[src/design/cgd_pkg.sv]
// Shared types and constants for the cloud-in-cell grid deposit block.
package cgd_pkg;

   // Field widths of the stream payloads
   localparam int POS_W  = 32;
   localparam int MASS_W = 16;
   localparam int IDX_W  = 15;
   localparam int SUM_W  = 48;
   localparam int FRAC_W = 16;

   // Shared multiplier operand width (33 x 33 unsigned)
   localparam int MUL_W = 33;

   // CSR address width and register indexes (word address paddr[4:2])
   localparam int CSR_ADDR_W = 5;
   localparam logic [2:0] REG_ORIGIN_X = 3'd0;
   localparam logic [2:0] REG_ORIGIN_Y = 3'd1;
   localparam logic [2:0] REG_ORIGIN_Z = 3'd2;
   localparam logic [2:0] REG_SCALE_X  = 3'd3;
   localparam logic [2:0] REG_SCALE_Y  = 3'd4;
   localparam logic [2:0] REG_SCALE_Z  = 3'd5;

   localparam logic [31:0] SCALE_RESET = 32'h0001_0000;
   localparam logic [SUM_W-1:0] SUM_MAX = '1;

   typedef enum logic [1:0] {
      CMD_DEPOSIT    = 2'd0,
      CMD_READ       = 2'd1,
      CMD_READ_CLEAR = 2'd2,
      CMD_NOP        = 2'd3
   } cmd_type;

   typedef enum logic [2:0] {
      ST_CLEAR,
      ST_IDLE,
      ST_READ,
      ST_READ_DONE,
      ST_AXIS,
      ST_WEIGHT,
      ST_CORNER_MUL,
      ST_CORNER_ACC
   } state_type;

   // Operand pair handed to the shared multiplier
   typedef struct packed {
      logic [MUL_W-1:0] op_a;
      logic [MUL_W-1:0] op_b;
   } mul_req_type;

endpackage

[src/design/cgd_mul_unit.sv]
// Shared 33x33 unsigned multiplier with a registered product.
module cgd_mul_unit (
   input  logic                          clock,
   input  cgd_pkg::mul_req_type          mul_req,
   output logic [2*cgd_pkg::MUL_W-1:0]   product_ff
);

   logic [2*cgd_pkg::MUL_W-1:0] product_in;

   // Full-width product, operands zero extended
   assign product_in = {{cgd_pkg::MUL_W{1'b0}}, mul_req.op_a}
                     * {{cgd_pkg::MUL_W{1'b0}}, mul_req.op_b};

   always_ff @(posedge clock) begin
      product_ff <= product_in;
   end

endmodule

[config.mk]
export PLATFORM = sky130hd
export DESIGN_NAME = cgd_mul_unit
export DESIGN_NICKNAME = d
export VERILOG_FILES = /design/src/design/cgd_pkg.sv /design/src/design/cgd_mul_unit.sv
export SDC_FILE = /design/constraint.sdc
export NUM_CORES = 2
export LEC_CHECK = 0
export BUFFER_PORTS_ARGS = -buffer_cell sky130_fd_sc_hd__buf_2
export CAP_MARGIN = 25
export CORE_MARGIN = 1
export CORE_UTILIZATION = 45
export CTS_CLUSTER_SIZE = 40
export DETAILED_ROUTE_END_ITERATION = 10
export GPL_TIMING_DRIVEN = 0
export PLACE_DENSITY = 0.61
export SYNTH_ARGS = -nofsm -noshare
export SYNTH_HDL_FRONTEND = slang
export SYNTH_SLANG_ARGS = --single-unit
export TNS_END_PERCENT = 10
[constraint.sdc]
create_clock -name clock -period 7.94 [get_ports clock]
set_clock_uncertainty 0.2 [all_clocks]
set_input_delay 0.794 -clock clock [delete_from_list [all_inputs] [get_ports clock]]
set_output_delay 0.794 -clock clock [all_outputs]
set_load 0.005 [all_outputs]
==> flow_summary_export.csv <==
group,metric,value,unit
run_status,status,"finished, violations left",
run_status,failed_checks,"DRC, setup timing",
global_route,grt_max_degree,12,
clock_network,cts_made_buffers,9,
synth,synth_edf_count,0,
detailed_routing,drc_errors,36,
setup_path,worst_ep_arrival_time,8.33,ns
detailed_routing,wl_met1,49200,um
detailed_routing,wl_met2,61000,um
floorplanning,die_h,288,um
sta,worstMarginPinSlew,0.695,ns
clock_network,clockBufferDepth,2,
detailed_routing,wl_per_cell,25.3,um
synth,seq_area_frac_synth,0.0359,
synth,syn_avg_cell_area,9.02,sq um
setup_path,worstSetupStartpointType,"input pin",
synth,async_reset_ff_frac,0,
sta,relSlewSlack,0.537,
cells_and_area,largest_register_ffs,66,
global_route,grt_overflow,0,
floorplanning,die_x,288,um
cells_and_area,regMostFlops,"product_ff",
clock_network,h-tree-depth,3,
clock_network,cts_tree,"yes",
floorplanning,start_util,0.456,
setup_path,path_class,"input pin to register",
cells_and_area,layout_commonest_cell,"inv_1",
run,cap_violations,0,
detailed_routing,num_vias,29200,
clock_network,cts.sinks,66,
cells_and_area,layout.nets,5601,
clock_network,clockRootBuffer,"clkbuf_16",
global_route,antenna_found_initial,13,
placement,gp_congestion,0.996,
synth,synthTopCellsByArea,"fa_1 (52%), inv_1 (11%), and2_1 (9.8%)",
floorplanning,die-area,82800,sq um
global_route,grt_pass1_vias,31100,
floorplanning,ios,133,
sta,setup_ws,-0.306,ns
cells_and_area,stdcell_count,5389,
sta,setup_viol,12,
floorplanning,std_cell_rows,104,
detailed_routing,drt-vias-per-instance,5.41,
cells_and_area,area_growth,15.8,%
detailed_routing,dr.max_layer_used,"met4",
setup_path,cp_common_cell,"fa_1",
cells_and_area,n_fill_cell,7573,
sta,fmax,0.121,GHz
sta,rsz0062_at_grt,"yes",
detailed_routing,totalWireLength,137000,um
placement,dp.cells,5271,
sta,slew_viol_final,0,
placement,port_buffers,132,
placement,hpwlAfterDp,112000,um
synth,synth_top_area_share,0.522,
setup_path,path_max_fanout,10,
clock_network,cts_hold_buffers,0,
sta,finalHoldViolations,0,
clock_network,clk_pin_slew,0.06,ns
synth,synth-seq-cells,66,
global_route,grt_pass1_wl,199000,um
detailed_routing,drt_iter0_drc,2231,
setup_path,worstSetupPathDepth,26,
sta,layout_min_cycle_time,8.25,ns
cells_and_area,final_util,0.528,
synth,synthCells,4077,
synth,ys_types,58,
setup_path,worstPathRequired,8.02,ns
setup_path,crit_family,"adder cells",
placement,pre_cts_ws,-1.78,ns
hold_path,hp-class,"input pin to register",
hold_path,whs_path_depth,2,
cells_and_area,reg_top3,"product_ff x66",
setup_path,cp_slowest_cell,"fa_1",
global_route,grt_use_total,0.339,
synth,yosysTopAreaCell,"fa_1",
synth,dominantRegCellSynth,"dfxtp_1",
synth,synth_nets,5367,
synth,synth_warnings,0,
setup_path,path_buf_inv,6,
setup_path,critPathCaptureType,"register",
detailed_routing,met3_length,13800,um
cells_and_area,mostFrequentLayoutCells,"inv_1 (1018), fa_1 (937), nand2_1 (569), and2_1 (553), ha_1 (256)",
synth,syn_area,36800,sq um
floorplanning,design.core.area,80700,sq um
detailed_routing,drtAntennaViolNets,0,
cells_and_area,drive_gt1_frac,0.131,
sta,period_share,1.04,
detailed_routing,drt_pass1_iterations,9,
setup_path,cpPeakStageDelay,0.61,ns
layout make-up:
cell class,instances,area (sq um),area share
antenna,14,35.0,0.000823
buffer,219,2820,0.0663
clock buffer,10,239,0.00562
clock inverter,5,55.1,0.00129
inverter,1048,3930,0.0924
multi-input combinational,2739,31100,0.730
sequential,66,1320,0.0310
tap,1060,1330,0.0312
timing repair buffer,228,1770,0.0415
final timing paths:
path,startpoint,end,slack [ns]
worst max-delay path,mul_req[11],product_ff[64],-0.31
worst min-delay path,mul_req[0],product_ff[0],0.52
Yosys cell counts (2+ instances only):
| cell type | count |
|---|---|
| buf_2 | 4 |
| o21a_1 | 2 |
| buf_6 | 3 |
| a221oi_1 | 2 |
| inv_1 | 1048 |
| nor2_1 | 29 |
| a41oi_1 | 2 |
| a211o_1 | 3 |
| a31oi_1 | 6 |
| a21oi_2 | 3 |
| a21o_1 | 27 |
| ha_1 | 265 |
| o221ai_1 | 3 |
| buf_4 | 3 |
| o21ai_1 | 10 |
| nand2b_1 | 2 |
| xor2_1 | 23 |
| nor2b_1 | 11 |
| a211oi_1 | 4 |
| dfxtp_1 | 66 |
| clkbuf_2 | 2 |
| nor3_1 | 10 |
| and3_1 | 8 |
| nor4_1 | 2 |
| nand4_1 | 19 |
| nand2_1 | 569 |
| a21oi_1 | 80 |
| clkbuf_1 | 212 |
| nand3_1 | 13 |
| o21ai_0 | 27 |
| fa_1 | 958 |
| o211ai_1 | 3 |
| or3_1 | 2 |
| a21boi_0 | 3 |
| xnor2_1 | 40 |
| and2_1 | 574 |
| o21bai_1 | 14 |
| o31ai_1 | 5 |
what timing repair did:
| item | 4_1_cts | 5_1_grt |
|---|---|---|
| resized for setup | 642 | 133 |
| gates cloned | 2 | 3 |
| endpoints found under the setup margin | 38 | 25 |
| setup buffers | 65 | 24 |
| pin swaps | 69 | 59 |
stage by stage:
| stage | hold slack (ns) | instance area [sq um] | TNS, ns |
|---|---|---|---|
| 2_1_floorplan | 0.721 | 36800 | 0 |
| 3_3_place_gp | 0.926 | 38800 | -43.92 |
| 3_5_place_dp | 0.930 | 38800 | -44.87 |
| 4_1_cts | 0.500 | 41900 | -0.557 |
| 5_1_grt | 0.515 | 42500 | -4.97 |
| 6_report | 0.524 | 42600 | -1.74 |
metal layers:
metal  track usage  up-vias
li1              -    12100
met3        0.0754      447
met2         0.525     1610
met4         0.253        0
met1         0.414    15000
met5             0        -
cell families (layout without fill, tap and decap cells):
logic type | after synthesis | count (layout) | synth area share
other | 0 | 14 | 0
buffers and inverters | 1272 | 1510 | 0.131
adders and majority gates | 1223 | 1223 | 0.612
AOI/OAI and AO/OA | 208 | 208 | 0.0356
xor gates and xnor gates | 63 | 63 | 0.0150
DFF | 66 | 66 | 0.0359
and+or+nand+nor | 1245 | 1245 | 0.171
Power is not shown: default switching activity piles up to over one toggle a cycle in this logic, so the estimate is an artifact.
